$ cat src/rtl/ompf_pkg.sv
package ompf_pkg;

    localparam int MAX_WIDTH  = 64;
    localparam int MAX_HEIGHT = 64;
    localparam int MAX_BINS   = 256;

    localparam int DIM_W   = 7;
    localparam int RAD_W   = 4;
    localparam int BIN_W   = 8;
    localparam int POS_W   = 12;
    localparam int TOT_W   = 13;
    localparam int ROW_W   = 6;
    localparam int COL_W   = 6;
    localparam int CNT_W   = 10;
    localparam int SUM_W   = 18;
    localparam int PADDR_W = 4;
    localparam int QDEPTH  = 2;

    localparam logic FUNC_LOAD = 1'b0;
    localparam logic FUNC_EMIT = 1'b1;

    typedef struct packed {
        logic       func;
        logic [7:0] in_blue;
        logic [7:0] in_green;
        logic [7:0] in_red;
    } t_in;

    typedef struct packed {
        logic [7:0] out_blue;
        logic [7:0] out_green;
        logic [7:0] out_red;
        logic       last_pixel;
    } t_out;

    typedef struct packed {
        logic [DIM_W-1:0] width;
        logic [DIM_W-1:0] height;
        logic [RAD_W-1:0] radius;
        logic [BIN_W-1:0] top;
    } t_cfg;

    typedef struct packed {
        logic valid;
        t_in  item;
    } t_cmd;

    typedef struct packed {
        logic [CNT_W-1:0] cnt;
        logic [SUM_W-1:0] sb;
        logic [SUM_W-1:0] sg;
        logic [SUM_W-1:0] sr;
    } t_bin;

    typedef enum logic [3:0] {
        S_IDLE,
        S_SYNC,
        S_CLEAR,
        S_PIX_RD,
        S_PIX_GRAY,
        S_PIX_BIN,
        S_PIX_ACC,
        S_FIND,
        S_DIV
    } t_state;

    typedef enum logic [1:0] {
        REG_WIDTH,
        REG_HEIGHT,
        REG_RADIUS,
        REG_TOP
    } t_reg;

endpackage

$ cat src/rtl/ompf_front.sv
module ompf_front (
    input  logic          i_clk,
    input  logic          i_rst_n,
    input  logic          i_start,
    input  ompf_pkg::t_in i_item,
    input  logic          i_pop,
    output logic          o_busy,
    output ompf_pkg::t_cmd o_cmd
);
    import ompf_pkg::*;

    t_in        r_mem [QDEPTH];
    logic       r_wp;
    logic       r_rp;
    logic [1:0] r_cnt;
    logic       push;
    logic       pop;

    assign o_busy = (r_cnt == 2'(QDEPTH));
    assign push   = i_start && !o_busy;
    assign pop    = i_pop && (r_cnt != 2'd0);

    always_comb begin
        o_cmd.valid = (r_cnt != 2'd0);
        o_cmd.item  = r_mem[r_rp];
    end

    always_ff @(posedge i_clk) begin
        if (push) begin
            r_mem[r_wp] <= i_item;
        end
    end

    always_ff @(posedge i_clk) begin
        if (!i_rst_n) begin
            r_wp  <= 1'b0;
            r_rp  <= 1'b0;
            r_cnt <= 2'd0;
        end else begin
            if (push) begin
                r_wp <= ~r_wp;
            end
            if (pop) begin
                r_rp <= ~r_rp;
            end
            case ({push, pop})
                2'b10:   r_cnt <= r_cnt + 2'd1;
                2'b01:   r_cnt <= r_cnt - 2'd1;
                default: r_cnt <= r_cnt;
            endcase
        end
    end

endmodule

$ cat config.mk
export PLATFORM = sky130hd
export DESIGN_NAME = ompf_front
export DESIGN_NICKNAME = d
export VERILOG_FILES = /design/src/rtl/ompf_pkg.sv /design/src/rtl/ompf_front.sv
export SDC_FILE = /design/constraint.sdc
export NUM_CORES = 1
export LEC_CHECK = 0
export ABC_AREA = 1
export BUFFER_PORTS_ARGS = -buffer_cell sky130_fd_sc_hd__buf_2
export CAP_MARGIN = 20
export CORE_ASPECT_RATIO = 0.9
export CORE_MARGIN = 10
export CORE_UTILIZATION = 51
export CTS_CLUSTER_SIZE = 12
export DETAILED_ROUTE_END_ITERATION = 8
export PLACE_DENSITY = 0.77
export SLEW_MARGIN = 20
export SYNTH_ARGS = -nofsm -noshare
export SYNTH_HDL_FRONTEND = slang
export SYNTH_SLANG_ARGS = --single-unit
$ cat constraint.sdc
create_clock -name i_clk -period 3.2 [get_ports i_clk]
set_clock_uncertainty 0.1 [all_clocks]
set_input_delay 0.64 -clock i_clk [delete_from_list [all_inputs] [get_ports i_clk]]
set_output_delay 0.64 -clock i_clk [all_outputs]
set_load 0.02 [all_outputs]
### Word level (Yosys, flattened, before mapping)

Memories as Yosys holds them, arrays and structs flattened. A register that Yosys moved wholly into a read port is not among the register bits.
Index checks and enable logic that the tools add are counted.

* bits in registers: 4
* bits in writable memories: 50
* output and inout bits: 27
* memories kept: 1

* add/subtract/negate cells: 2
* eq/ne operators: 3
* mux-type cells: 5
* bitwise logic cells: 2
* reduce and logical (&&, ||, !) cells: 5

Memory list
* r_mem: words 2, bits a word 25, rd ports 1, clocked after Yosys merged registers in 1, write ports 1, line ompf_front.sv:12 `t_in r_mem [QDEPTH];`

Operators by type and width (count)
* 2-bit equality test, second input constant: 2
* 1-bit 2-to-1 mux: 4
* 2-bit one-hot mux with 2 select lines: 1
* 2-bit nonzero test: 2
* 2-bit by 1-bit adder with 2-bit output, second input constant: 1
* 2-bit by 1-bit equality test with 1-bit output, second input constant: 1
* 1-bit logical AND: 2
* 1-bit NOT: 2
* 2-bit by 1-bit subtractor with 2-bit output, second input constant: 1
* 1-bit logical NOT: 1

### Depth between registers and ports, before layout

Gate-level depths: netlist (run 1).

* depth after elaboration: 5
* gate-level depth with buffers: 10
* mapped depth without buffers: 10

### Worst setup path after synthesis (run 1)

Ideal clock, no wire load.

* path type: input to register
* start point: in i_start
* end point: mem r_mem[0][0] (netlist bit) (enable)
* setup time: 407 ps
* arrival: 1955 ps
* required time: 2693 ps
* setup slack: 738 ps
* stages on the path: 4
* cells stage by stage: inv_1 > nor2_1 > inv_1 > nor2_1

* cells in the longest elaborated chain, start to end: 3

Ends and longest elaborated chain
* start, declared: line ompf_front.sv:4 `input logic i_start,`
* 1-bit logical AND: line ompf_front.sv:20 `assign push = i_start && !o_busy;`
* 1-bit 2-to-1 mux: line ompf_front.sv:29 `if (push) begin`
* 1-bit 2-to-1 mux (not written as such): line ompf_front.sv:30 `r_mem[r_wp] <= i_item;`
* end, declared: line ompf_front.sv:12

Every way passes these cells.

==> flow_metrics.py, run 1 <==
metrics = {
    "status": {
        "status": "completed",
    },
    "route": {
        "vias": 1162,
        "detail_route.wirelength_um": 4130,
        "dr_wl_met2_um": 2120,
        "firstDrtPassIters": 5,
        "top_layer": "met4",
        "met1Wirelength_um": 1560,
        "dr_wl_met3_um": 405,
        "ant_nets": 0,
        "viasPerCell": 5.10,
        "wl_per_cell_um": 18.1,
        "drtIter0Drc": 85,
        "drcViolationCount": 0,
    },
    "clock_tree": {
        "postCtsResizedCells": 0,
        "path_clk_slew_ps": 100,
        "ctsRootBufferMaster": "clkbuf_8",
        "cts-htree-levels": 2,
        "cts_sinks": 55,
        "clock_latency_ps": 300,
        "clock_path_buffers": 2,
        "cts_setup_buffers": 0,
        "cts_tree": "yes",
        "numCtsBuffers": 5,
        "cts_hold_buf": 0,
    },
    "power_and_ir_drop": {
        "p_sw_mw": 0.524,
        "power_density_nw_per_um2": 711,
        "clkPwrFrac_pct": 24.0,
        "combPwrFrac_pct": 25.9,
        "swShare_pct": 28.5,
        "seqPwrFrac_pct": 50.1,
        "internal_power_mw": 1.32,
        "leakagePower_nw": 1.06,
        "ir_drop_v": 0.000409,
    },
    "logic_synthesis": {
        "ys_seq_area_share_pct": 74.3,
        "avgSynthCellArea_um2": 18.6,
        "ys_warn_count": 0,
        "syn_inst": 116,
        "syn-num-nets": 146,
        "yosysUniqueCellTypes": 16,
        "yosys_register_bits": 55,
        "synthesis.area_um2": 2150,
    },
    "global_route": {
        "grt_pass1_vias": 1276,
        "grt_max_degree": 17,
        "grt_pass1_wl_um": 6310,
        "grtUsageTotal_pct": 11.6,
        "grt_antenna_before_repair": 0,
        "grt_overflow": 0,
    },
    "floorplanning": {
        "fp.dieW_um": 88.5,
        "placementRows": 22,
        "design.core.area_um2": 4070,
        "die_h_um": 81.7,
        "start_util_pct": 52.9,
        "die-area_um2": 7230,
        "io_pins": 56,
    },
    "worst_setup_path": {
        "cp.arrival_ps": 1730,
        "worstSetupPathType": "reg2out",
        "cp.required_ps": 2460,
        "crit_path_max_fanout": 15,
        "cp-end-kind": "primary output",
        "cp-start-kind": "flop",
    },
    "timing": {
        "finalCritPeriodShare_pct": 77.2,
        "min_period_ps": 2470,
        "worst_slew_pin_slew_ps": 592,
        "setup_viol": 0,
        "max_freq_ghz": 0.405,
        "rsz0062_at_grt": "false",
        "fin_hold_ws_ps": 416,
        "finalHoldViolCount": 0,
        "tns_ps": 0,
        "slew_violations": 0,
        "slew_headroom_pct": 60.5,
    },
    "placed_design": {
        "routabilityCongestion": 0.695,
        "port_buffers": 55,
        "placed_cell_area_um2": 2480,
        "placed_cells": 220,
        "dpl.hpwl_um": 3180,
    },
    "final_layout": {
        "drive_gt1_share_pct": 51.7,
        "stdcell_count": 228,
        "mostFrequentLayoutCell": "buf_2",
        "syn_to_final_growth_pct": 20.3,
        "diodes": 0,
        "most-common-layout-cells": "buf_2 (55), edfxtp_1 (50), mux2_4 (20)",
        "stdcell_area_um2": 2590,
        "finalNetCount": 209,
    },
    "hold_path": {
        "hold_path_class": "in2reg",
    },
    "flow_run": {
        "max_cap_viol_count": 0,
    },
}
## critical path: stages, from the launching register on
cell and delay, ps:
dfxtp_1 710, buf_12 250, mux2_4 310, buf_2 160
## area by class of cell
class	count	area (µm²)
Sequential cell	55	1600
Fill cell	305	1480
Multi-Input combinational cell	51	478
Timing Repair Buffer	59	318
Clock buffer	5	68.8
Tap cell	48	60.1
Clock inverter	3	38.8
Inverter	7	26.3
## per-layer routing
layer	track usage [%]	up-vias
met5	0	-
met3	6.03	6
li1	-	549
met4	3.87	0
met2	20.5	40
met1	11.7	567
## through the flow
stage          utilization (%)  worst slack (ps)  total power [mW]
2_1_floorplan                -               738              1.28
3_3_place_gp              61.0              1060              1.40
3_5_place_dp              61.0              1030              1.42
4_1_cts                   63.6               685              1.86
5_1_grt                   63.6               630              1.93
6_report                  63.6               729              1.84
## path summary, 6_finish.rpt
check,startpoint,endpoint,slack (ps),depth (start not counted)
max,flop,o_cmd[12],730,3
min,i_item[19],r_mem[0][19]$_DFFE_PP_,420,1
max reg2reg,r_cnt[1]$_SDFFE_PN0P_,r_mem[1][8]$_DFFE_PP_,1310,6
min reg2reg,r_wp$_SDFFE_PN0P_,r_wp$_SDFFE_PN0P_,420,2
## power by group through the flow
stage          sequential [mW]  combinational (mW)  clock, mW
2_1_floorplan            0.916               0.368          0
3_3_place_gp             0.932               0.466          0
3_5_place_dp             0.939               0.484          0
4_1_cts                  0.922               0.486      0.450
5_1_grt                  0.931               0.516      0.482
6_report                 0.922               0.477      0.442
## state kept, by name, indices dropped and copies added, names as in the netlist, named ones only
name / cells
r_cnt: 2
r_wp: 1
r_mem: 50
r_rp: 1
## logic make-up after synthesis
kind of cell    after synthesis  share of synthesized area [%]
flops                        55                           74.3
buf+inv                      10                           3.60
compound gates                3                          0.813
fa+ha+maj                     1                          0.581
simple gates                 22                           4.12
mux                          25                           16.6
## synthesized netlist by cell type (all sizes together)
cell type / instances / area (µm²)
o21a: 1 / 7.51
a21oi: 1 / 5.00
nand2: 8 / 30.0
nand3: 1 / 5.00
buf: 3 / 51.3
ha: 1 / 12.5
mux2: 25 / 357
nor2: 12 / 47.6
edfxtp: 50 / 1500
nand4: 1 / 6.26
dfxtp: 5 / 100
o21ai: 1 / 5.00
inv: 7 / 26.3
(Power assumes the default switching activity.)
==> run 2, diff against run 1 <==
==> constraint.sdc (replaced) <==
create_clock -name i_clk -period 2.4 [get_ports i_clk]
set_clock_uncertainty 0.1 [all_clocks]
set_input_delay 0.48 -clock i_clk [delete_from_list [all_inputs] [get_ports i_clk]]
set_output_delay 0.48 -clock i_clk [all_outputs]
set_load 0.02 [all_outputs]
==> run 2 against run 1 <==
Flip-flop and latch count did not move. Cell count rose by 0.88%. Sequential share of layout area rose by 0.60 points.
==> flow_metrics.py, run 2 (synthesis gave the netlist of run 1 again) <==
metrics = {
    "status": {
        "status": "completed",
    },
    "clock_tree": {
        "path_clk_slew_ps": 90,
        "clock_path_buffers": 2,
        "cts_sinks": 55,
        "cts_hold_buf": 0,
        "clock_latency_ps": 300,
        "cts_setup_buffers": 0,
        "postCtsResizedCells": 0,
        "cts-htree-levels": 2,
        "numCtsBuffers": 5,
        "cts_tree": "yes",
        "ctsRootBufferMaster": "clkbuf_8",
    },
    "route": {
        "viasPerCell": 4.97,
        "detail_route.wirelength_um": 3870,
        "wl_per_cell_um": 16.8,
        "drtIter0Drc": 40,
        "drcViolationCount": 0,
        "vias": 1143,
        "ant_nets": 0,
        "firstDrtPassIters": 4,
    },
    "global_route": {
        "grt_pass1_wl_um": 6160,
        "grt_pass1_vias": 1260,
        "grt_overflow": 0,
        "grtUsageTotal_pct": 11.4,
        "grt_antenna_before_repair": 0,
        "grt_max_degree": 17,
    },
    "worst_setup_path": {
        "cp.required_ps": 1820,
        "cp.arrival_ps": 1430,
        "worstPathCellList": "buf_4, mux2_4, buf_2",
        "cp-start-kind": "flop",
        "worstSetupPathType": "reg2out",
        "cp_slowest_cell": "dfxtp_1",
        "cpPeakStageDelay_ps": 340,
        "reg2reg_slack_ps": 730,
        "cp-end-kind": "primary output",
        "crit_path_max_fanout": 16,
    },
    "final_layout": {
        "drive_gt1_share_pct": 51.1,
        "reg_top3": "r_mem x50, r_cnt x2",
        "largest_reg_flops": 50,
        "mostFrequentLayoutCell": "buf_2",
        "stdcell_area_um2": 2570,
        "diodes": 0,
        "most-common-layout-cells": "buf_2 (55), edfxtp_1 (50), mux2_4 (20)",
        "finalNetCount": 211,
        "largest_register": "r_mem",
        "syn_to_final_growth_pct": 19.1,
    },
    "timing": {
        "max_freq_ghz": 0.497,
        "finalCritPeriodShare_pct": 83.8,
        "finalHoldViolCount": 0,
        "rsz0062_at_grt": "false",
        "setup_viol": 0,
        "slew_violations": 0,
        "slew_headroom_pct": 80.7,
        "worst_slew_pin_slew_ps": 289,
        "min_period_ps": 2010,
        "tns_ps": 0,
    },
    "hold_path": {
        "hold_path_class": "in2reg",
    },
    "floorplanning": {
        "placementRows": 22,
        "die_h_um": 81.7,
        "design.core.area_um2": 4070,
        "io_pins": 56,
        "die-area_um2": 7230,
        "start_util_pct": 52.9,
        "fp.dieW_um": 88.5,
    },
    "placed_design": {
        "dpl.hpwl_um": 2990,
        "placed_cell_area_um2": 2490,
        "routabilityCongestion": 0.664,
        "port_buffers": 55,
    },
    "flow_run": {
        "max_cap_viol_count": 0,
    },
    "power_and_ir_drop": {
        "leakagePower_nw": 1.05,
        "power_density_nw_per_um2": 903,
        "ir_drop_v": 0.000429,
    },
}
run 2: changes by cell type in the layout (fill, tap and decap cells not counted):
cell	previous run	this run
bufinv_16	1	0
clkbuf_1	0	1
clkinv_1	1	2
buf_12	1	0
clkinv_2	1	0
buf_4	3	6
run 2: power by group:
part / total [mW] / switching (mW) / internal (mW)
clock: 0.464 / 0.265 / 0.199
sequential: 1.21 / 0.0423 / 1.17
combinational: 0.641 / 0.363 / 0.278
run 2: through the flow:
stage,worst slack (ps),hold slack (ps),power (mW),instances,util (%)
3_3_place_gp,733,375,1.86,222,61.0
3_5_place_dp,632,396,1.89,222,61.0
5_1_grt,321,244,2.44,230,63.0
6_report,388,263,2.32,230,63.0
2_1_floorplan,98.3,351,1.71,116,-
4_1_cts,372,256,2.34,230,63.0
run 2: path summary, 6_finish.rpt:
kind	from	endpoint	depth (start not counted)
setup / recovery	flop	o_cmd[14]	3
hold reg to reg	r_rp$_SDFFE_PN0P_	r_rp$_SDFFE_PN0P_	2
hold / removal	i_item[14]	r_mem[1][14]$_DFFE_PP_	1
setup reg to reg	r_cnt[0]$_SDFFE_PN0P_	r_cnt[1]$_SDFFE_PN0P_	9
run 2: area by class of cell:
class	count	area [µm²]
Fill cell	308	1510
Clock buffer	6	72.6
Inverter	7	26.3
Clock inverter	2	7.51
Sequential cell	55	1600
Tap cell	48	60.1
Multi-Input combinational cell	51	478
Timing Repair Buffer	61	320
run 2: worst max-delay path: cells and delay by family, from the launching register on:
| kind | cells | cell delay (ps) |
|---|---|---|
| buffers and inverters | 2 | 460 |
| DFF | 1 | 340 |
| muxes | 1 | 330 |
run 2: metal layers:
| metal | routed length [µm] | GRT usage, % | vias to the layer above |
|---|---|---|---|
| met5 | 0 | 0 | - |
| met4 | 51 | 4.35 | 0 |
| met3 | 348 | 5.14 | 7 |
| met2 | 1960 | 19.9 | 42 |
| met1 | 1500 | 11.8 | 541 |
| li1 | - | - | 553 |
